===== src/hdl/value_noise_2d_sigmoid_unit_macros.svh =====
// assertion macros shared by the noise unit
`ifndef VALUE_NOISE_2D_SIGMOID_UNIT_MACROS_SVH
`define VALUE_NOISE_2D_SIGMOID_UNIT_MACROS_SVH

// condition must hold at every edge outside reset
`define VNS_ASSERT_HOLDS(label, clk, rst, cond) \
   label: assert property (@(posedge clk) disable iff (rst) (cond)) \
      else $error("vns check failed");

// consequent must hold in the same cycle as the trigger
`define VNS_ASSERT_IMPLY(label, clk, rst, trig, cons) \
   label: assert property (@(posedge clk) disable iff (rst) (trig) |-> (cons)) \
      else $error("vns check failed");

`endif


===== src/hdl/vns_pkg.sv =====
`default_nettype none

package vns_pkg;

   // field formats
   localparam int COORD_W         = 48;
   localparam int COORD_FRAC_BITS = 16;
   localparam int OUT_FRAC_BITS   = 16;
   localparam int OUT_W           = 18;
   localparam int COS_TABLE_BITS  = 10;
   localparam int TABLE_SIZE      = 1 << COS_TABLE_BITS;
   localparam int HALF_TABLE      = TABLE_SIZE / 2;

   // lattice and hash
   localparam int IPART_W = 32;
   localparam int HASH_W  = 31;
   localparam int CORNERS = 4;
   localparam logic [31:0] HASH_Y_MUL = 32'd57;
   localparam int          HASH_SHIFT = 13;
   localparam logic [31:0] HASH_SQ_MUL = 32'd60493;
   localparam logic [31:0] HASH_SQ_ADD = 32'd19990303;
   localparam logic [31:0] HASH_SUB    = 32'd771171059;
   localparam int HASH_LAT = 4;

   // weights are unsigned q16 in [0, 1]
   localparam int WEIGHT_W = 17;
   localparam logic [WEIGHT_W-1:0] WEIGHT_ONE = WEIGHT_W'(1 << 16);

   // q30 constants
   localparam longint unsigned Q30 = 64'd1 << 30;
   localparam logic signed [31:0] CORNER_ONE = 32'sd1073741824;
   localparam longint unsigned PI_Q30  = 64'd3373259426;
   localparam logic [29:0]     LN2_Q30 = 30'd744261118;

   // exponential series
   localparam int EXP_TERMS = 13;
   localparam int EXP_IN_W  = 33;
   localparam int TERM_W    = 31;
   localparam int ESUM_W    = 32;
   localparam int POW_W     = 38;
   localparam int EXP_LAT   = 2 * EXP_TERMS + 2;

   // divider
   localparam int QUO_W = OUT_FRAC_BITS + 1;
   localparam int NUM_W = POW_W + OUT_FRAC_BITS + 1;

   typedef logic [WEIGHT_W-1:0] weight_type;
   typedef weight_type wtab_type [TABLE_SIZE];
   typedef logic [HASH_W-1:0] hash_type [CORNERS];

   // shift and subtract quotient, used only while building the table
   function automatic longint unsigned udiv64(input longint unsigned num,
                                              input longint unsigned den);
      longint unsigned quo;
      longint unsigned rem;
      quo = '0;
      rem = '0;
      for (int b = 63; b >= 0; b--) begin
         rem = {rem[62:0], num[b]};
         if (rem >= den) begin
            rem    = rem - den;
            quo[b] = 1'b1;
         end
      end
      return quo;
   endfunction

   function automatic longint cos_q30(input longint unsigned a);
      longint unsigned a2;
      longint unsigned term;
      longint sum;
      a2   = (a * a) >> 30;
      term = Q30;
      sum  = longint'(Q30);
      for (int k = 1; k <= 7; k++) begin
         term = udiv64((term * a2) >> 30, longint'((2 * k - 1) * (2 * k)));
         if ((k & 1) == 1) begin
            sum = sum - longint'(term);
         end else begin
            sum = sum + longint'(term);
         end
      end
      if (sum < 0) begin
         sum = 0;
      end
      if (sum > longint'(Q30)) begin
         sum = longint'(Q30);
      end
      return sum;
   endfunction

   // weight (1 - cos(pi*t))/2 in q16, built at elaboration
   function automatic wtab_type build_wtab();
      wtab_type tab;
      longint unsigned j;
      longint unsigned a;
      longint c;
      longint w;
      for (int i = 0; i < TABLE_SIZE; i++) begin
         j = (i <= HALF_TABLE) ? longint'(i) : longint'(TABLE_SIZE - i);
         a = (j * PI_Q30 + longint'(HALF_TABLE)) >> COS_TABLE_BITS;
         c = cos_q30(a);
         // both halves are non-negative, so the shift is the halving
         w = (i <= HALF_TABLE) ? (longint'(Q30) - c) >>> 1 : (longint'(Q30) + c) >>> 1;
         tab[i] = WEIGHT_W'((longint'(w) + 8192) >>> 14);
      end
      return tab;
   endfunction

endpackage

`default_nettype wire


===== src/hdl/vns_div.sv =====
`default_nettype none

module vns_div (
   input  logic                        clock,
   input  logic                        reset,
   input  logic                        in_valid,
   input  logic [vns_pkg::NUM_W-1:0]   in_num,
   input  logic [vns_pkg::POW_W-1:0]   in_den,
   input  logic                        in_tag,
   output logic                        out_valid,
   output logic [vns_pkg::QUO_W-1:0]   out_quo,
   output logic                        out_tag
);
   import vns_pkg::*;

   logic             valid_ff [QUO_W];
   logic [NUM_W-1:0] rem_ff   [QUO_W];
   logic [POW_W-1:0] den_ff   [QUO_W];
   logic [QUO_W-1:0] quo_ff   [QUO_W];
   logic             tag_ff   [QUO_W];

   // restoring division, one quotient bit per stage, msb first
   for (genvar i = 0; i < QUO_W; i++) begin : g_step
      localparam int BIT = QUO_W - 1 - i;
      logic             v_src;
      logic [NUM_W-1:0] rem_src;
      logic [POW_W-1:0] den_src;
      logic [QUO_W-1:0] quo_src;
      logic             tag_src;
      logic [NUM_W-1:0] cand;
      logic [NUM_W-1:0] rem_in;
      logic [QUO_W-1:0] quo_in;

      if (i == 0) begin : g_first
         assign v_src   = in_valid;
         assign rem_src = in_num;
         assign den_src = in_den;
         assign quo_src = '0;
         assign tag_src = in_tag;
      end else begin : g_next
         assign v_src   = valid_ff[i-1];
         assign rem_src = rem_ff[i-1];
         assign den_src = den_ff[i-1];
         assign quo_src = quo_ff[i-1];
         assign tag_src = tag_ff[i-1];
      end

      always_comb begin
         cand   = NUM_W'(den_src) << BIT;
         rem_in = rem_src;
         quo_in = quo_src;
         if (rem_src >= cand) begin
            rem_in      = rem_src - cand;
            quo_in[BIT] = 1'b1;
         end
      end

      always_ff @(posedge clock) begin
         if (reset) begin
            valid_ff[i] <= 1'b0;
         end else begin
            valid_ff[i] <= v_src;
         end
      end

      always_ff @(posedge clock) begin
         rem_ff[i] <= rem_in;
         den_ff[i] <= den_src;
         quo_ff[i] <= quo_in;
         tag_ff[i] <= tag_src;
      end
   end

   assign out_valid = valid_ff[QUO_W-1];
   assign out_quo   = quo_ff[QUO_W-1];
   assign out_tag   = tag_ff[QUO_W-1];

endmodule

`default_nettype wire


===== config.mk =====
export PLATFORM = sky130hd
export DESIGN_NAME = vns_div
export DESIGN_NICKNAME = d
export VERILOG_FILES = /design/src/hdl/value_noise_2d_sigmoid_unit_macros.svh /design/src/hdl/vns_pkg.sv /design/src/hdl/vns_div.sv
export SDC_FILE = /design/constraint.sdc
export NUM_CORES = 2
export LEC_CHECK = 0
export BUFFER_PORTS_ARGS = -buffer_cell sky130_fd_sc_hd__buf_2
export CELL_PAD_IN_SITES_DETAIL_PLACEMENT = 1
export CELL_PAD_IN_SITES_GLOBAL_PLACEMENT = 2
export CORE_UTILIZATION = 30
export CTS_CLUSTER_DIAMETER = 60
export DETAILED_ROUTE_END_ITERATION = 7
export PLACE_DENSITY_LB_ADDON = 0.3
export SLEW_MARGIN = 20
export SYNTH_ARGS = -nofsm -noshare
export SYNTH_HDL_FRONTEND = slang
export SYNTH_SLANG_ARGS = --single-unit
export TNS_END_PERCENT = 100

===== constraint.sdc =====
create_clock -name clock -period 4.1 [get_ports clock]
set_input_delay 0.205 -clock clock [delete_from_list [all_inputs] [get_ports clock]]
set_output_delay 0.205 -clock clock [all_outputs]
set_load 0.05 [all_outputs]

After elaboration in Yosys (flattened, before gate mapping)
Memory sizes are Yosys's and may differ from the RTL's.
Cells that the tools add are included.
{"block": "totals", "ff_bits": 0, "ram_bits": 1904, "word_cells": 110, "n_memories": 5}
{"block": "op_classes", "add_sub_neg": 17, "order_cmp": 17, "n_mux": 54, "bitwise": 17}
{"memory": "rem_ff", "words": 17, "word_bits": 55, "rd": 16, "rd_ports_with_merged_regs": 0, "wr": 17, "line_no": "vns_div.sv:17", "source": "logic [NUM_W-1:0] rem_ff [QUO_W];"}
{"memory": "den_ff", "words": 17, "word_bits": 38, "rd": 16, "rd_ports_with_merged_regs": 0, "wr": 17, "line_no": "vns_div.sv:18", "source": "logic [POW_W-1:0] den_ff [QUO_W];"}
{"memory": "quo_ff", "words": 17, "word_bits": 17, "rd": 17, "rd_ports_with_merged_regs": 0, "wr": 17, "line_no": "vns_div.sv:19", "source": "logic [QUO_W-1:0] quo_ff [QUO_W];"}
{"memory": "tag_ff", "words": 17, "word_bits": 1, "rd": 17, "rd_ports_with_merged_regs": 0, "wr": 17, "line_no": "vns_div.sv:20", "source": "logic tag_ff [QUO_W];"}
{"memory": "valid_ff", "words": 17, "word_bits": 1, "rd": 17, "rd_ports_with_merged_regs": 0, "wr": 17, "line_no": "vns_div.sv:16", "source": "logic valid_ff [QUO_W];"}
{"op": "$mux 55", "n": 17}
{"op": "$ge 55x38->1", "n": 1}
{"op": "$ge 55x39->1", "n": 1}
{"op": "$ge 55x40->1", "n": 1}
{"op": "$ge 55x41->1", "n": 1}
{"op": "$ge 55x42->1", "n": 1}
{"op": "$ge 55x43->1", "n": 1}
{"op": "$ge 55x44->1", "n": 1}
{"op": "$ge 55x45->1", "n": 1}
{"op": "$ge 55x46->1", "n": 1}
{"op": "$ge 55x47->1", "n": 1}
{"op": "$ge 55x48->1", "n": 1}
{"op": "$ge 55x49->1", "n": 1}
{"op": "$ge 55x50->1", "n": 1}
{"op": "$ge 55x51->1", "n": 1}
{"op": "$ge 55x52->1", "n": 1}
{"op": "$ge 55x53->1", "n": 1}
{"op": "$ge 55x54->1", "n": 1}
{"op": "$sub 55x38->55", "n": 1}
{"op": "$sub 55x39->55", "n": 1}
{"op": "$sub 55x40->55", "n": 1}
{"op": "$sub 55x41->55", "n": 1}
{"op": "$sub 55x42->55", "n": 1}
{"op": "$sub 55x43->55", "n": 1}
{"op": "other kinds (13)", "n": 65}

Logic depth before layout (Yosys ltp)
{"block": "depth", "depth_word": 3, "depth_mapped": 17}

Least setup slack after synthesis
Ideal clock, no wire load.
{"block": "synth_timing", "path_kind": "register to register", "from": "memory rem_ff[0][447] (netlist name)", "to": "memory rem_ff[0][503] (netlist name)", "t_arrival_ns": 3.288, "required_ns": 3.979, "setup_slack_ns": 0.691, "stages_incl_launch_ff": 15, "path_buffers": 1, "synth_period_minus_slack_ns": 3.409, "cell_sequence": "dfxtp_1 inv_1 ha_1 inv_1 fa_1 a211oi_1 o21a_1 o311ai_2 o211ai_1 o211ai_1 a221o_1 and3_1 nor2b_1 buf_2 mux2_2"}
{"element": "start: declaration", "line_no": "vns_div.sv:17"}

==> tab_implementation.tex <==
\begin{tabular}{lr}
\hline
Metric & Value \\
\hline
\multicolumn{2}{l}{\textbf{Clocking}} \\
Number of CTS-inserted buffers & 213 \\
Longest Clk Path Bufs & 4 \\
Number of sinks driven by the clock tree & approximately 1700 \\
Number of levels in the clock H-tree & 4 \\
Clock tree from TritonCTS & yes \\
Clock Latency Late Sink & 0.85 ns \\
Clk slew on worst S/H paths & 0.06 ns \\
Root Buffer Master & sky130\_fd\_sc\_hd\_\_clkbuf\_16 \\
\multicolumn{2}{l}{\textbf{STA}} \\
Unrepaired setup endpoints after global routing & no \\
Period Utilization, post-route & 0.965 \\
Slew of the pin with the lowest slew margin & 1.03 ns \\
Setup TNS & 0 ns \\
Count of endpoints failing setup in the final report & 0 \\
Final worst-path setup slack & approximately 0.14 ns \\
Final Skew & 0.0602 ns \\
Final worst path period need & 3.96 ns \\
Slew margin rel. & 0.305 \\
Final-report hold violation count & 0 \\
Maximum clock frequency & 0.253 GHz \\
Number of slew-limit violations in the final report & 0 \\
\multicolumn{2}{l}{\textbf{Logic synthesis}} \\
EDFF count, synth & 0 \\
Net Count, Synth & 9609 \\
Most area-hungry cell type in the Yosys netlist & sky130\_fd\_sc\_hd\_\_dfxtp\_1 \\
Main flop type after synthesis & sky130\_fd\_sc\_hd\_\_dfxtp\_1 \\
Register area share after synthesis & 0.426 \\
Total number of yosys warnings & 0 \\
List of most frequent post-synthesis cells & sky130\_fd\_sc\_hd\_\_dfxtp\_1, sky130\_fd\_sc\_hd\_\_inv\_1, sky130\_fd\_sc\_hd\_\_a21oi\_1 \\
Cell with the most instances after synthesis & sky130\_fd\_sc\_hd\_\_dfxtp\_1 \\
Proportion of netlist area held by the largest area contributor & 0.426 \\
Seq cells post-synth & 1675 \\
Number of unique standard cell types used by synthesis & roughly 100 \\
Summed instance area of the synthesized netlist & 0.0787 sq mm \\
Most area-consuming cells after synthesis & sky130\_fd\_sc\_hd\_\_dfxtp\_1, sky130\_fd\_sc\_hd\_\_ha\_1, sky130\_fd\_sc\_hd\_\_a21oi\_1 \\
Async set-or-reset flop fraction in the synthesized netlist & 0 \\
Post-synthesis average cell area & between 8 and 9 sq um \\
Number of standard cells after synthesis & 8850 \\
\multicolumn{2}{l}{\textbf{Worst setup path}} \\
Critical path startpoint category & flop \\
Crit. End Element & flop \\
Largest fanout on the critical path & 6 \\
Data arrival time at the worst-slack endpoint & 4.66 ns \\
Critical path type & reg -> reg \\
Required time reported for the critical path endpoint & 4.81 ns \\
Worst reg2reg setup slack & 0.14 ns \\
\multicolumn{2}{l}{\textbf{Floorplan}} \\
Full die area & 0.264 sq mm \\
\# rows & 187 \\
Initial cell density of the core & 0.302 \\
Chip Width & 514 microns \\
Total core area & 0.260 sq mm \\
Die Y-Extent & 514 microns \\
\# IOs & approximately 120 \\
\multicolumn{2}{l}{\textbf{Finish}} \\
Multi-input logic area & roughly 0.041 sq mm \\
FF/Latch Area & 0.0335 sq mm \\
Net count reported at finish & 10200 \\
Cell area after layout & 0.0944 sq mm \\
\# fillers & 30000 \\
Final Util & 0.363 \\
Ratio of cells with drive above 1 in the final layout & 0.101 \\
Relative area change from synthesis to final layout & 20.0\% \\
\multicolumn{2}{l}{\textbf{Power}} \\
Worst IR drop on VDD & between 400 and 500 uV \\
Leakage & about 0.042 uW \\
Overall power & 79200 uW \\
PwrDens & $\sim$840 mW/mm\^{}2 \\
\multicolumn{2}{l}{\textbf{Placement}} \\
Placed cell areas & 0.0853 sq mm \\
Final HPWL DP & 191000 microns \\
Placement-stage worst setup slack & -0.137 ns \\
Buffers added on ports & 115 \\
RD Place Congestion & 0.893 \\
\multicolumn{2}{l}{\textbf{Routing}} \\
Avg Vias per Cell & 4.81 \\
Total via count in the routed design & 62900 \\
Antenna Nets Post-Route & 0 \\
Total routed wirelength & about 230000 microns \\
Routed wire length per instance & approximately 18 microns \\
Pre-Repair DR Iteration Count & 7 \\
Violation count after the first detailed-routing iteration & about 2400 \\
Drt drc & 0 \\
\multicolumn{2}{l}{\textbf{Global routing}} \\
Number of antenna violations at the first check in global routing & 3 \\
Pin count of the biggest net entering global routing & 73 \\
Via count of the first global-routing pass & $\sim$68000 \\
Total gr overflow & 0 \\
Global-route total usage across every layer & 0.176 \\
Global-route wire length before repair & $\sim$370000 microns \\
\multicolumn{2}{l}{\textbf{Run}} \\
Maximum Capacitance Violations & 0 \\
\multicolumn{2}{l}{\textbf{Worst hold path}} \\
Worst hold path class & in -> reg \\
\multicolumn{2}{l}{\textbf{Status}} \\
Status & complete, no violations \\
\hline
\end{tabular}
[sequential cells by signal (all words and copies together) (netlist names)]
register / count
den_ff: 608
quo_ff: 153
rem_ff: 880
tag_ff: 17
valid_ff: 17
[logic make-up (layout without fill, tap and decap cells)]
logic type               after synthesis  in the layout  synth area share
AO/OA/AOI/OAI                       2408           2408             0.189
XOR/XNOR                             672            672            0.0748
adder cells (fa/ha/maj)              662            662             0.107
buffers and inverters               1080           1800            0.0524
flip-flops                          1675           1675             0.426
multiplexers                          92             92            0.0131
other                                  0              2                 0
AND/OR/NAND/NOR                     2261           2261             0.137
[critical path, cell delays in order, from the launching register on]
cell and delay (ns):
sky130_fd_sc_hd__dfxtp_1 0.32, sky130_fd_sc_hd__inv_1 0.04, sky130_fd_sc_hd__ha_1 0.35, sky130_fd_sc_hd__o21ai_0 0.23, sky130_fd_sc_hd__a21oi_1 0.12, sky130_fd_sc_hd__o311a_1 0.35, sky130_fd_sc_hd__nor3_1 0.59, sky130_fd_sc_hd__o21ai_0 0.27
sky130_fd_sc_hd__a31oi_1 0.42, sky130_fd_sc_hd__o311a_1 0.31, sky130_fd_sc_hd__o21ai_0 0.12, sky130_fd_sc_hd__buf_4 0.18, sky130_fd_sc_hd__a21oi_1 0.21, sky130_fd_sc_hd__nand3b_1 0.12, sky130_fd_sc_hd__xnor2_1 0.16
[report_power, final]
group          leakage, uW  internal, uW  switching [uW]
Combinational       0.0243         15500           20100
Sequential          0.0141         21100            3370
Clock              0.00358         11900            7260
[final timing paths]
path | start | endpoint | cells after the start
setup / recovery | den_ff[0][458] | rem_ff[0][759] | 14
hold / removal | in_num[36] | rem_ff[0][36] | 3
setup reg to reg | den_ff[0][458] | rem_ff[0][759] | 14
hold reg to reg | quo_ff[0][194] | quo_ff[0][211] | 0
[cell type report]
type                       instances  share of cell area
timing repair buffer             593              0.0511
multi-input combinational       6095               0.437
sequential                      1675               0.355
clock buffer                     288              0.0640
tap                             3496              0.0463
antenna                            2           0.0000530
clock inverter                    95              0.0138
inverter                         824              0.0328
[metal layers]
metal | up-vias | GRT usage | share of wire
met5 | - | 0 | 0
met4 | 0 | 0.0936 | 0.057
met3 | 517 | 0.0195 | 0.021
met2 | 728 | 0.347 | 0.53
met1 | 29900 | 0.178 | 0.39
li1 | 31800 | - | -
[metrics by stage]
step                      hold slack, ns  cells
after global placement             0.310  12500
after detailed placement           0.313  12500
final                              0.159  13100
after floorplan                    0.233   8850
after global routing               0.116  13100
after CTS                         0.0756  13100
[cell usage in the layout, fill, tap and decap left out, drive strengths merged, types with 47 or more instances in the layout]
master and count:
a21o 322, o31ai 47, and3 66, a21oi 805
nand4 131, clkbuf 288, nor2b 103, mux2 87
nor2 561, xor2 323, xnor2 349, nand3 133
nor4 82, inv 839, o21a 73, nand2b 80
ha 646, a211oi 66, buf 431, nor3 122
o21bai 85, a31oi 70, dfxtp 1675, o21ai 639
dlygate4sd3 162, o211ai 49, nand2 759
[timing repair]
action                                 in CTS  in global routing
pin swaps                                   0                  5
resized for setup                           3                 12
setup endpoints to repair                  35                 81
setup buffers                               0                  7
gates cloned                                0                  0
endpoints found under the hold margin     111                  0
hold buffers                              162                  0
Power figures use the tool's default switching activity.
